File: config.mk
export PLATFORM = sky130hd
export DESIGN_NAME = delayed_fractional_ramp_bank_top
export DESIGN_NICKNAME = d
export VERILOG_FILES = /design/src/sv/dfrb_pkg.sv /design/src/sv/dfrb_ctrl.sv /design/src/sv/dfrb_dpath.sv /design/src/sv/delayed_fractional_ramp_bank_top.sv
export VERILOG_INCLUDE_DIRS = /design/src /design/src/sv
export SDC_FILE = /design/constraint.sdc
export NUM_CORES = 2
export LEC_CHECK = 0
export ABC_AREA = 1
export BUFFER_PORTS_ARGS = -buffer_cell sky130_fd_sc_hd__buf_4
export CAP_MARGIN = 20
export CORE_ASPECT_RATIO = 2
export CORE_MARGIN = 2
export CORE_UTILIZATION = 58
export CTS_CLUSTER_SIZE = 25
export DETAILED_ROUTE_END_ITERATION = 7
export PLACE_DENSITY = 0.78
export SKIP_LAST_GASP = 1
export SYNTH_ARGS = -nofsm -noshare
export SYNTH_HDL_FRONTEND = slang
export SYNTH_HIERARCHICAL = 1
export SYNTH_SLANG_ARGS = --single-unit
File: constraint.sdc
create_clock -name clk_i -period 5.96 [get_ports clk_i]
set_input_delay 1.192 -clock clk_i [delete_from_list [all_inputs] [get_ports clk_i]]
set_output_delay 1.192 -clock clk_i [all_outputs]
set_load 0.01 [all_outputs]
File: src/sv/assert_macros.svh
// assertion macros shared by the ramp bank modules
// expects clk_i and rst_ni in the scope of every use
`ifndef ASSERT_MACROS_SVH
`define ASSERT_MACROS_SVH

// checked only while out of reset
`define DFRB_ASSERT(lbl, prop, msg) \
  lbl: assert property (@(posedge clk_i) disable iff (!rst_ni) prop) else $error(msg);

// checked on every edge, reset included
`define DFRB_ASSERT_ALWAYS(lbl, prop, msg) \
  lbl: assert property (@(posedge clk_i) prop) else $error(msg);

`endif

File: src/sv/dfrb_pkg.sv
// types and constants of the delayed fractional ramp bank
// used by dfrb_ctrl, dfrb_dpath and the top level
`default_nettype none

package dfrb_pkg;

  localparam int DATA_W  = 32;
  localparam int DELAY_W = 31;
  localparam int IDX_W   = 2;

  // thousandths carried into the value
  localparam int CARRY_UNIT = 1000;

  // floor(x/125) approximated as (x * RECIP_M) >> RECIP_SHIFT for x < 2**29,
  // low by at most one; sum/1000 == (sum>>3)/125
  localparam int RECIP_W     = 30;
  localparam int RECIP_SHIFT = 36;
  localparam logic [RECIP_W-1:0] RECIP_M = 30'd549755813;

  localparam int SUM_W  = DATA_W + 1;
  localparam int XW     = DATA_W - 3;
  localparam int PROD_W = XW + RECIP_W;
  localparam int QUO_W  = PROD_W - RECIP_SHIFT;
  localparam int REM_W  = 11;
  localparam int VAL_W  = DATA_W + 2;

  localparam logic CMD_TICK = 1'b0;
  localparam logic CMD_LOAD = 1'b1;

  typedef enum logic [2:0] {
    ST_IDLE,
    ST_FETCH,
    ST_MULT,
    ST_REM,
    ST_FIX,
    ST_WRITE,
    ST_REPORT
  } state_e;

  typedef struct packed {
    logic load;
    logic tick_start;
    logic delay_dec;
    logic sum_en;
    logic mult_en;
    logic rem_en;
    logic fix_en;
    logic write_en;
    logic report_en;
  } cmd_t;

  typedef struct packed {
    logic delay_nz;
    logic active;
    logic last_entry;
  } status_t;

endpackage

`default_nettype wire

File: src/sv/dfrb_ctrl.sv
// sequencer of the ramp bank: handshakes, entry walk and output valid
// depends on dfrb_pkg and assert_macros.svh
`default_nettype none

module dfrb_ctrl (
  input  wire logic            clk_i,
  input  wire logic            rst_ni,
  input  wire logic            in_valid_i,
  output logic                 in_ready_o,
  input  wire logic            command_i,
  output logic                 out_valid_o,
  input  wire logic            out_ready_i,
  output dfrb_pkg::cmd_t       cmd_o,
  input  wire dfrb_pkg::status_t status_i
);
  import dfrb_pkg::*;

`include "assert_macros.svh"

  state_e state_q, state_d;
  logic   out_valid_q, out_valid_d;
  logic   accept;
  logic   out_room;

  assign accept   = in_valid_i && in_ready_o;
  assign out_room = !out_valid_q || out_ready_i;

  always_ff @(posedge clk_i or negedge rst_ni) begin
    if (!rst_ni) begin
      state_q     <= ST_IDLE;
      out_valid_q <= 1'b0;
    end else begin
      state_q     <= state_d;
      out_valid_q <= out_valid_d;
    end
  end

  always_comb begin
    state_d    = state_q;
    cmd_o      = '0;
    in_ready_o = 1'b0;
    unique case (state_q)
      ST_IDLE: begin
        in_ready_o = 1'b1;
        if (in_valid_i) begin
          if (command_i == CMD_LOAD) begin
            cmd_o.load = 1'b1;
          end else begin
            cmd_o.tick_start = 1'b1;
            state_d          = ST_FETCH;
          end
        end
      end
      ST_FETCH: begin
        if (status_i.delay_nz) begin
          cmd_o.delay_dec = 1'b1;
          state_d         = ST_REPORT;
        end else if (status_i.active) begin
          cmd_o.sum_en = 1'b1;
          state_d      = ST_MULT;
        end else begin
          state_d = ST_REPORT;
        end
      end
      ST_MULT: begin
        cmd_o.mult_en = 1'b1;
        state_d       = ST_REM;
      end
      ST_REM: begin
        cmd_o.rem_en = 1'b1;
        state_d      = ST_FIX;
      end
      ST_FIX: begin
        cmd_o.fix_en = 1'b1;
        state_d      = ST_WRITE;
      end
      ST_WRITE: begin
        cmd_o.write_en = 1'b1;
        state_d        = ST_REPORT;
      end
      ST_REPORT: begin
        if (out_room) begin
          cmd_o.report_en = 1'b1;
          state_d         = status_i.last_entry ? ST_IDLE : ST_FETCH;
        end
      end
      default: begin
        state_d = ST_IDLE;
      end
    endcase
  end

  // output register: the next entry is worked on while a result waits
  always_comb begin
    out_valid_d = out_valid_q;
    if (cmd_o.report_en) begin
      out_valid_d = 1'b1;
    end else if (out_ready_i) begin
      out_valid_d = 1'b0;
    end
  end

  assign out_valid_o = out_valid_q;

  `DFRB_ASSERT(a_tick_leaves_idle, (accept && command_i == CMD_TICK) |=> !in_ready_o, "tick not started")
  `DFRB_ASSERT(a_active_goes_mult, (state_q == ST_FETCH && !status_i.delay_nz && status_i.active) |=> state_q == ST_MULT, "active entry skipped")
  `DFRB_ASSERT(a_last_ends_tick, (cmd_o.report_en && status_i.last_entry) |=> state_q == ST_IDLE, "tick did not end after last entry")
  `DFRB_ASSERT_ALWAYS(a_reset_idle, !rst_ni |=> in_ready_o && !out_valid_o, "not idle in reset")

endmodule

`default_nettype wire

File: src/sv/dfrb_dpath.sv
// datapath of the ramp bank: entry store, carry by 1000, clamp, result register
// depends on dfrb_pkg and assert_macros.svh
`default_nettype none

module dfrb_dpath #(
  parameter int ENTRY_COUNT = 4
) (
  input  wire logic                                clk_i,
  input  wire logic                                rst_ni,
  input  wire dfrb_pkg::cmd_t                      cmd_i,
  output dfrb_pkg::status_t                        status_o,
  input  wire logic [dfrb_pkg::IDX_W-1:0]          entry_index_i,
  input  wire logic signed [dfrb_pkg::DATA_W-1:0]  load_limit_i,
  input  wire logic signed [dfrb_pkg::DATA_W-1:0]  load_value_i,
  input  wire logic signed [dfrb_pkg::DATA_W-1:0]  load_step_i,
  input  wire logic signed [dfrb_pkg::DATA_W-1:0]  load_accum_i,
  input  wire logic [dfrb_pkg::DELAY_W-1:0]        load_delay_i,
  output logic [dfrb_pkg::IDX_W-1:0]               report_index_o,
  output logic signed [dfrb_pkg::DATA_W-1:0]       current_value_o,
  output logic                                     still_ramping_o,
  output logic                                     still_delaying_o,
  output logic                                     last_report_o
);
  import dfrb_pkg::*;

`include "assert_macros.svh"

  // only entries a load can reach are stored; the rest stay zero for good
  localparam int LOADABLE    = 2 ** IDX_W;
  localparam int STORE_DEPTH = (ENTRY_COUNT < LOADABLE) ? ENTRY_COUNT : LOADABLE;
  localparam int SIDX_W      = (STORE_DEPTH > 1) ? $clog2(STORE_DEPTH) : 1;
  localparam int CNT_W       = (ENTRY_COUNT > LOADABLE) ? $clog2(ENTRY_COUNT) : IDX_W;

  logic signed [DATA_W-1:0]  limit_q [STORE_DEPTH];
  logic signed [DATA_W-1:0]  value_q [STORE_DEPTH];
  logic signed [DATA_W-1:0]  step_q  [STORE_DEPTH];
  logic signed [DATA_W-1:0]  accum_q [STORE_DEPTH];
  logic        [DELAY_W-1:0] delay_q [STORE_DEPTH];

  logic [CNT_W-1:0]  cnt_q;
  logic [SIDX_W-1:0] sidx;
  logic [SIDX_W-1:0] load_sel;
  logic              in_store;
  logic              load_ok;

  logic signed [DATA_W-1:0]  cur_limit, cur_value, cur_step, cur_accum;
  logic        [DELAY_W-1:0] cur_delay;

  logic signed [SUM_W-1:0] sum_d, sum_q;
  logic                    ge_unit_q;
  logic [PROD_W-1:0]       prod_q;
  logic [QUO_W-1:0]        q_est, q_q, q_fin_d, q_fin_q;
  logic [DATA_W-1:0]       qk;
  logic [REM_W-1:0]        rem_d, rem_q;
  logic [DATA_W-1:0]       acc_new_d, acc_new_q;
  logic signed [VAL_W-1:0] val_w;
  logic                    clamp;
  logic signed [DATA_W-1:0] new_value, new_step;

  assign sidx     = cnt_q[SIDX_W-1:0];
  assign load_sel = entry_index_i[SIDX_W-1:0];
  assign in_store = (32'(cnt_q) < 32'(STORE_DEPTH));
  assign load_ok  = (32'(entry_index_i) < 32'(STORE_DEPTH));

  always_comb begin
    cur_limit = '0;
    cur_value = '0;
    cur_step  = '0;
    cur_accum = '0;
    cur_delay = '0;
    if (in_store) begin
      cur_limit = limit_q[sidx];
      cur_value = value_q[sidx];
      cur_step  = step_q[sidx];
      cur_accum = accum_q[sidx];
      cur_delay = delay_q[sidx];
    end
  end

  assign status_o.delay_nz   = (cur_delay != '0);
  assign status_o.active     = (cur_step > 0) && (cur_value < cur_limit);
  assign status_o.last_entry = (32'(cnt_q) == 32'(ENTRY_COUNT - 1));

  always_ff @(posedge clk_i or negedge rst_ni) begin
    if (!rst_ni) begin
      cnt_q <= '0;
    end else if (cmd_i.tick_start) begin
      cnt_q <= '0;
    end else if (cmd_i.report_en) begin
      cnt_q <= cnt_q + CNT_W'(1);
    end
  end

  // entry store
  always_ff @(posedge clk_i or negedge rst_ni) begin
    if (!rst_ni) begin
      for (int i = 0; i < STORE_DEPTH; i++) begin
        limit_q[i] <= '0;
        value_q[i] <= '0;
        step_q[i]  <= '0;
        accum_q[i] <= '0;
        delay_q[i] <= '0;
      end
    end else begin
      if (cmd_i.load && load_ok) begin
        limit_q[load_sel] <= load_limit_i;
        value_q[load_sel] <= load_value_i;
        step_q[load_sel]  <= load_step_i;
        accum_q[load_sel] <= load_accum_i;
        delay_q[load_sel] <= load_delay_i;
      end
      if (cmd_i.delay_dec && in_store) begin
        delay_q[sidx] <= cur_delay - DELAY_W'(1);
      end
      if (cmd_i.write_en && in_store) begin
        value_q[sidx] <= new_value;
        step_q[sidx]  <= new_step;
        accum_q[sidx] <= acc_new_q;
      end
    end
  end

  // carry pipeline: sum, reciprocal multiply, remainder, one correction
  assign sum_d   = SUM_W'(cur_accum) + SUM_W'(cur_step);
  assign q_est   = prod_q[RECIP_SHIFT +: QUO_W];
  assign qk      = DATA_W'(DATA_W'(q_est) * DATA_W'(CARRY_UNIT));
  assign rem_d   = REM_W'(sum_q[DATA_W-1:0] - qk);

  always_comb begin
    q_fin_d   = '0;
    acc_new_d = sum_q[DATA_W-1:0];
    if (ge_unit_q) begin
      if (rem_q >= REM_W'(CARRY_UNIT)) begin
        q_fin_d   = q_q + QUO_W'(1);
        acc_new_d = DATA_W'(rem_q - REM_W'(CARRY_UNIT));
      end else begin
        q_fin_d   = q_q;
        acc_new_d = DATA_W'(rem_q);
      end
    end
  end

  assign val_w     = VAL_W'(cur_value) + $signed(VAL_W'(q_fin_q));
  assign clamp     = val_w > VAL_W'(cur_limit);
  assign new_value = clamp ? cur_limit : val_w[DATA_W-1:0];
  assign new_step  = clamp ? '0 : cur_step;

  always_ff @(posedge clk_i) begin
    if (cmd_i.sum_en) begin
      sum_q     <= sum_d;
      ge_unit_q <= (sum_d >= $signed(SUM_W'(CARRY_UNIT)));
    end
    if (cmd_i.mult_en) begin
      prod_q <= PROD_W'(sum_q[DATA_W-1:3]) * PROD_W'(RECIP_M);
    end
    if (cmd_i.rem_en) begin
      q_q   <= q_est;
      rem_q <= rem_d;
    end
    if (cmd_i.fix_en) begin
      q_fin_q   <= q_fin_d;
      acc_new_q <= acc_new_d;
    end
  end

  // result register
  always_ff @(posedge clk_i) begin
    if (cmd_i.report_en) begin
      report_index_o   <= cnt_q[IDX_W-1:0];
      current_value_o  <= cur_value;
      still_ramping_o  <= status_o.active;
      still_delaying_o <= status_o.delay_nz;
      last_report_o    <= status_o.last_entry;
    end
  end

  `DFRB_ASSERT(a_rem_in_range, (cmd_i.fix_en && ge_unit_q) |=> acc_new_q < DATA_W'(CARRY_UNIT), "carry remainder out of range")
  `DFRB_ASSERT(a_quot_close, cmd_i.fix_en |-> !ge_unit_q || rem_q < REM_W'(2 * CARRY_UNIT), "quotient estimate off by more than one")
  `DFRB_ASSERT(a_write_active, cmd_i.write_en |-> status_o.active && !status_o.delay_nz, "write to an idle entry")

endmodule

`default_nettype wire

File: src/sv/delayed_fractional_ramp_bank_top.sv
// Delayed fractional ramp bank, top level.
// Input channel (in_valid_i/in_ready_o): command_i = load writes one entry
// (limit, value, step, accumulator, delay) and gives no result; an index with
// no entry behind it is dropped. command_i = tick advances every entry and
// gives ENTRY_COUNT results in index order, the last one with last_report_o.
// Output channel (out_valid_o/out_ready_i) is a registered result stage.
// A load leaves the bank idle and ready for the next item. A tick walks the
// entries one at a time through a shared carry unit: a delayed or settled
// entry goes from fetch straight to report, a ramping one through sum,
// reciprocal multiply (1/125 of the sum shifted right by three), remainder,
// correction and write back. No new item is taken until the last result
// of a tick sits in the output register.
// A stalled receiver holds the current result; the next entry is still
// worked out and waits until the output register frees up.
// Reset clears every entry to zero and empties the output register.
// Depends on dfrb_pkg, dfrb_ctrl and dfrb_dpath.
`default_nettype none

module delayed_fractional_ramp_bank_top #(
  parameter int ENTRY_COUNT = 4
) (
  input  wire logic                                clk_i,
  input  wire logic                                rst_ni,
  input  wire logic                                in_valid_i,
  output logic                                     in_ready_o,
  input  wire logic                                command_i,
  input  wire logic [dfrb_pkg::IDX_W-1:0]          entry_index_i,
  input  wire logic signed [dfrb_pkg::DATA_W-1:0]  load_limit_i,
  input  wire logic signed [dfrb_pkg::DATA_W-1:0]  load_value_i,
  input  wire logic signed [dfrb_pkg::DATA_W-1:0]  load_step_i,
  input  wire logic signed [dfrb_pkg::DATA_W-1:0]  load_accum_i,
  input  wire logic [dfrb_pkg::DELAY_W-1:0]        load_delay_i,
  output logic                                     out_valid_o,
  input  wire logic                                out_ready_i,
  output logic [dfrb_pkg::IDX_W-1:0]               report_index_o,
  output logic signed [dfrb_pkg::DATA_W-1:0]       current_value_o,
  output logic                                     still_ramping_o,
  output logic                                     still_delaying_o,
  output logic                                     last_report_o
);
  import dfrb_pkg::*;

  cmd_t    cmd;
  status_t status;

  dfrb_ctrl u_ctrl (
    .clk_i       (clk_i),
    .rst_ni      (rst_ni),
    .in_valid_i  (in_valid_i),
    .in_ready_o  (in_ready_o),
    .command_i   (command_i),
    .out_valid_o (out_valid_o),
    .out_ready_i (out_ready_i),
    .cmd_o       (cmd),
    .status_i    (status)
  );

  dfrb_dpath #(
    .ENTRY_COUNT (ENTRY_COUNT)
  ) u_dpath (
    .clk_i            (clk_i),
    .rst_ni           (rst_ni),
    .cmd_i            (cmd),
    .status_o         (status),
    .entry_index_i    (entry_index_i),
    .load_limit_i     (load_limit_i),
    .load_value_i     (load_value_i),
    .load_step_i      (load_step_i),
    .load_accum_i     (load_accum_i),
    .load_delay_i     (load_delay_i),
    .report_index_o   (report_index_o),
    .current_value_o  (current_value_o),
    .still_ramping_o  (still_ramping_o),
    .still_delaying_o (still_delaying_o),
    .last_report_o    (last_report_o)
  );

endmodule

`default_nettype wire

* Word level (Yosys, flattened, before mapping)
Cells that the tools add are included.
Word-level totals: bits in registers 860, bits of input ports 166, word-level logic and storage cells 146
Operators by class: add/sub/neg operators 7, multiply operators 2, magnitude comparators 9, eq/ne operators 10, mux-type cells 71, bitwise operators 2, reduce and logical (&&, ||, !) cells 10
Operator list (number):
- $bwmux 128 | 7
- $mux 128 | 6
- $mux 32 | 14
- $bmux 32 s2 | 4
- $bwmux 124 | 2
- $mux 124 | 2
- $demux 32 s2 | 2
- $demux 31 s2 | 2
- $mux 31 | 4
- $bmux 31 s2 | 1
- $mul 29x30->59 const B | 1
- $add 32x24->33 | 1
- $add 32x32->33 | 1
- $ge 33x11->1 const B | 1
- $gt 33x32->1 | 1
- $gt 32x1->1 const B | 1
- $lt 32x32->1 | 1
- $reduce_bool 31->1 | 1
- $sub 31x1->31 const B | 1
- $add 23x1->23 const B | 1
- $mul 23x7->8 const B | 1
- $mux 23 | 1
- $pmux 3 s7 | 1
- $mux 1 | 15
- other kinds (21) | 39

* Depth between registers and ports, before layout
depth in word-level cells 10, depth in mapped cells 38

* Cells and area by module
The synthesis kept the hierarchy.
By module, submodules not included:
- dfrb_dpath | times used 1, cells each 7923, area each 61655.4 um^2, seq. area each 21430.6 um^2
- dfrb_ctrl | times used 1, cells each 47, area each 286.5 um^2, seq. area each 100.1 um^2

* Least setup slack after synthesis
No wires, ideal clock.
kind reg2reg, start point register u_dpath.sum_q[14], end point register u_dpath.prod_q[52] (data pin), arrival 5.694 ns, slack 0.014 ns, cell stages (with the launch flop) 22, path buffers 0, period minus slack after synthesis 5.946 ns, cell sequence edfxtp_1 -> ha_1 -> fa_1 -> inv_1 -> fa_1 -> inv_1 -> fa_1 -> fa_1 -> fa_1 -> fa_1 -> inv_1 -> fa_1 -> inv_1 -> ha_1 -> nand2_1 -> o21ai_0 -> nand2_1 -> nand2_1 -> a21oi_1 -> or2_2 -> nand4_1 -> nand2_1
Between the ends: word-level cells in the longest chain between the ends 1
RTL lines:
- start: declaration | RTL line dfrb_dpath.sv:49 | logic signed [SUM_W-1:0] sum_d, sum_q;
- start signal: assignment | RTL line dfrb_dpath.sv:150 | sum_q <= sum_d;
- $mul 29x30->59 | RTL line dfrb_dpath.sv:154 | prod_q <= PROD_W'(sum_q[DATA_W-1:3]) * PROD_W'(RECIP_M);
- end signal: assignment | RTL line dfrb_dpath.sv:154
- end: declaration | RTL line dfrb_dpath.sv:51 | logic [PROD_W-1:0] prod_q;
No other way between the ends. A chain may end at the register's enable or synchronous reset.

* Worst setup path in the final report
start point register u_dpath.sum_q[21], end point register u_dpath.prod_q[40] (data pin)
Same word-level chain as after synthesis.

==> results.yml <==
status:
  outcome: "finished, violations left"
  violations: "negative setup slack"
critical_path:
  r2r_start: "u_dpath/sum_q[21]"
  rr_endpoint: "u_dpath/prod_q[40]"
  critPathArrivalTime_ps: 6730
  crit_type: "register to register"
  start_kind: "register"
  reg2reg_depth: 18
  reg2reg_slack_ps: -310
  worstPathMaxFanout: 5
  end_kind: "register"
  cp.required_ps: 6420
finish:
  final_nets: 9278
  design_area_um2: 71400
  syn_to_final_growth_pct: 15.3
  drive_gt1_share_pct: 12.9
hold_path:
  hp-class: "register to register"
  holdPathEnd: "u_dpath/rem_q[2]"
  min-delay-start: "u_dpath/sum_q[2]"
  worst_hold_path.num_cells: 0
logic_synthesis:
  synth.distinct_cells: 55
  synthTopCellsByArea: "dfrtp_1 26%, nand2_1 12%, ha_1 10%, fa_1 8.9%, edfxtp_1 8.8%"
  synthCells: 7970
  syn_avg_cell_area_um2: 7.77
  synthesis.yosys.warnings: 6
  yosysTopAreaCell: "dfrtp_1"
  synthArstFlopShare_pct: 77.9
  ys_seq_area_share_pct: 34.8
  dominantRegCellSynth: "dfrtp_1"
  synth-edff-count: 182
  yosys-top-cells-count: "1985 x nand2_1, 1148 x inv_1, 950 x o21ai_0"
  synth_seq_cells: 824
  yosysMostFrequentCell: "nand2_1"
  syn_area_um2: 61900
  synth_nets: 8925
  synth_top_cell_area_share_pct: 25.9
placement:
  place_hpwl_um: 163000
  post_dp_cell_area_um2: 66800
  gp_routability_congestion: 1.04
  io_buffers: 204
clock_tree:
  htreeDepth: 3
  clkLatencyLatePin_ps: 710
  clk_pin_slew_ps: 80
  cts_max_path_buffers: 3
  clkSinkCount: 824
  cts_tree: "yes"
  numCtsBuffers: 78
  ctsRootBufferMaster: "clkbuf_16"
routing:
  route.detailed.drc: 0
  first_pass_iters: 6
  ant_nets: 0
  wl_per_cell_um: 22.8
  vias_per_cell: 5.96
  first_iter_violations: 5289
  vias: 58200
  wirelength_um: 222000
global_routing:
  grt_max_degree: 208
  grt_pass1_wl_um: 335000
  track_usage_pct: 40.0
  first_global_vias: 59000
  antenna_found_initial: 17
  grt_overflow: 0
sta:
  fmax_mhz: 160
  grt_setup_unrepaired: "yes"
  period_needed_ps: 6270
  finalHoldViolCount: 0
  timing.final.ws_setup_ps: -308
  worst_clock_skew_ps: 42.7
  setup_violations: 23
  finalCritPeriodShare_pct: 105
  slew-limit-headroom_pct: 19.9
  worst_pin_slew_ps: 1200
  slew_violations: 0
  hold_slack_ps: 448
power:
  peakVddDrop_mv: 0.535
  p_leak_nw: 35.6
  p_per_area_nw_per_um2: 546
floorplanning:
  rows: 169
  die_y_um: 466
  pin_count: 205
  core_area_um2: 106000
  die_area_um2: 110000
  fp.dieW_um: 235
  initial_core_util_pct: 58.5
run:
  drv_cap: 0
[kinds of logic (layout without fill, tap and decap cells)]
group           Yosys count  in the layout  synth area share, %
compound gates         1686           1686                 15.2
fa+ha+maj               789            789                 19.3
simple gates           3037           3037                 19.7
xor+xnor                111            111                 1.59
flops                   824            824                 34.8
buf+inv                1523           1939                 9.49
other cells               0             11                    0
[worst max path at each step]
stage / start / end / slack (ps) / cells past startpoint
CTS: u_dpath/sum_q[14] / u_dpath/prod_q[41] / -230 / 23
detailed placement: u_dpath/sum_q[14] / u_dpath/prod_q[41] / -480 / 25
global placement: u_dpath/sum_q[14] / u_dpath/prod_q[41] / -490 / 25
finish: u_dpath/sum_q[21] / u_dpath/prod_q[40] / -310 / 18
floorplan: u_dpath/sum_q[14] / u_dpath/prod_q[52] / 10 / 21
global route: u_dpath/sum_q[15] / u_dpath/prod_q[53] / -410 / 21
[sequential cells by signal, summed over array words and instances (netlist names)]
name	flops
u_dpath/sum_q	32
u_dpath/rem_q	11
u_dpath/current_value_o	32
u_dpath/q_q	23
u_dpath/cnt_q	2
u_dpath/last_report_o	1
u_dpath/value_q	128
u_dpath/accum_q	128
u_dpath/acc_new_q	32
u_dpath/step_q	128
u_ctrl/state_q	3
u_dpath/delay_q	124
u_dpath/still_ramping_o	1
u_dpath/still_delaying_o	1
u_dpath/prod_q	23
u_dpath/q_fin_q	23
u_ctrl/out_valid_o	1
u_dpath/report_index_o	2
u_dpath/limit_q	128
u_dpath/ge_unit_q	1
[cells in the final DEF, fill, tap and decap left out, types with 22 or more instances in the layout]
cell type and count:
nand2_1 1948, nor3_1 38, nor2_1 558, nand4_1 44, clkbuf_16 81, buf_6 22, nand2_2 36, o21ai_1 34
nor2_2 24, dfrtp_1 640, a32oi_1 33, buf_4 601, fa_2 29, fa_1 246, ha_4 41, inv_2 36
nand3_1 286, xor2_1 73, a21oi_2 28, a21oi_1 199, o22ai_1 207, inv_1 1114, nor2_4 27, o211ai_1 144
a31oi_1 25, o21ai_0 925, xnor2_1 36, ha_1 465, edfxtp_1 182
[routing by layer]
| metal | vias up | routed length (µm) | share of wire [%] | GRT usage [%] |
|---|---|---|---|---|
| met4 | 12 | 24700 | 11 | 36.3 |
| met5 | - | 83 | 0.037 | 0 |
| met2 | 2979 | 111000 | 50 | 70.8 |
| met3 | 1087 | 16000 | 7.2 | 6.61 |
| met1 | 27500 | 70400 | 32 | 40.2 |
| li1 | 26700 | - | - | - |
[cell type report]
| type | count | area (µm²) |
|---|---|---|
| Tap cell | 1368 | 1710 |
| Multi-Input combinational cell | 5623 | 36000 |
| Antenna cell | 11 | 27.5 |
| Sequential cell | 824 | 21500 |
| Fill cell | 8919 | 34500 |
| Clock inverter | 42 | 534 |
| Timing Repair Buffer | 640 | 5090 |
| Clock buffer | 101 | 2170 |
| Inverter | 1156 | 4360 |
[power breakdown]
group          leakage (nW)  switching (mW)  internal [mW]
sequential             9.46            1.26           8.54
clock                  1.33            2.38           3.00
combinational          24.9            16.4           7.43
total                  35.6            20.0           19.0
[worst max-delay path, cell delays in order (launching register included)]
cell and delay (ps):
edfxtp_1 530, ha_4 330, inv_2 50, fa_1 490, fa_1 550, inv_2 40
fa_1 620, fa_1 470, fa_1 510, fa_1 440, fa_2 610, ha_4 230
a21o_1 220, a31oi_4 250, o21ai_2 100, a21oi_2 160, nand3_2 160, buf_6 150
xor2_1 130
[metrics by stage]
step | util (%) | total power, mW | instances | setup WS [ps] | TNS, ps
finish | 67.4 | 39.0 | 9765 | -308 | -4500
global placement | 63.1 | 32.3 | 9554 | -491 | -6930
detailed placement | 63.1 | 32.9 | 9554 | -482 | -7900
global route | 67.4 | 41.8 | 9760 | -406 | -7110
CTS | 66.8 | 38.4 | 9734 | -227 | -2890
floorplan | - | 24.9 | 7970 | 13.5 | 0
[timing repair]
| action | 4_1_cts | 5_1_grt |
|---|---|---|
| setup endpoints to repair | 23 | 146 |
| hold buffers | 0 | 0 |
| cloned | 0 | 0 |
| gates resized for setup | 230 | 128 |
| hold endpoints to repair | 0 | 0 |
| buffers inserted | 40 | 22 |
| pin swaps | 79 | 78 |
(Power assumes the default switching activity.)
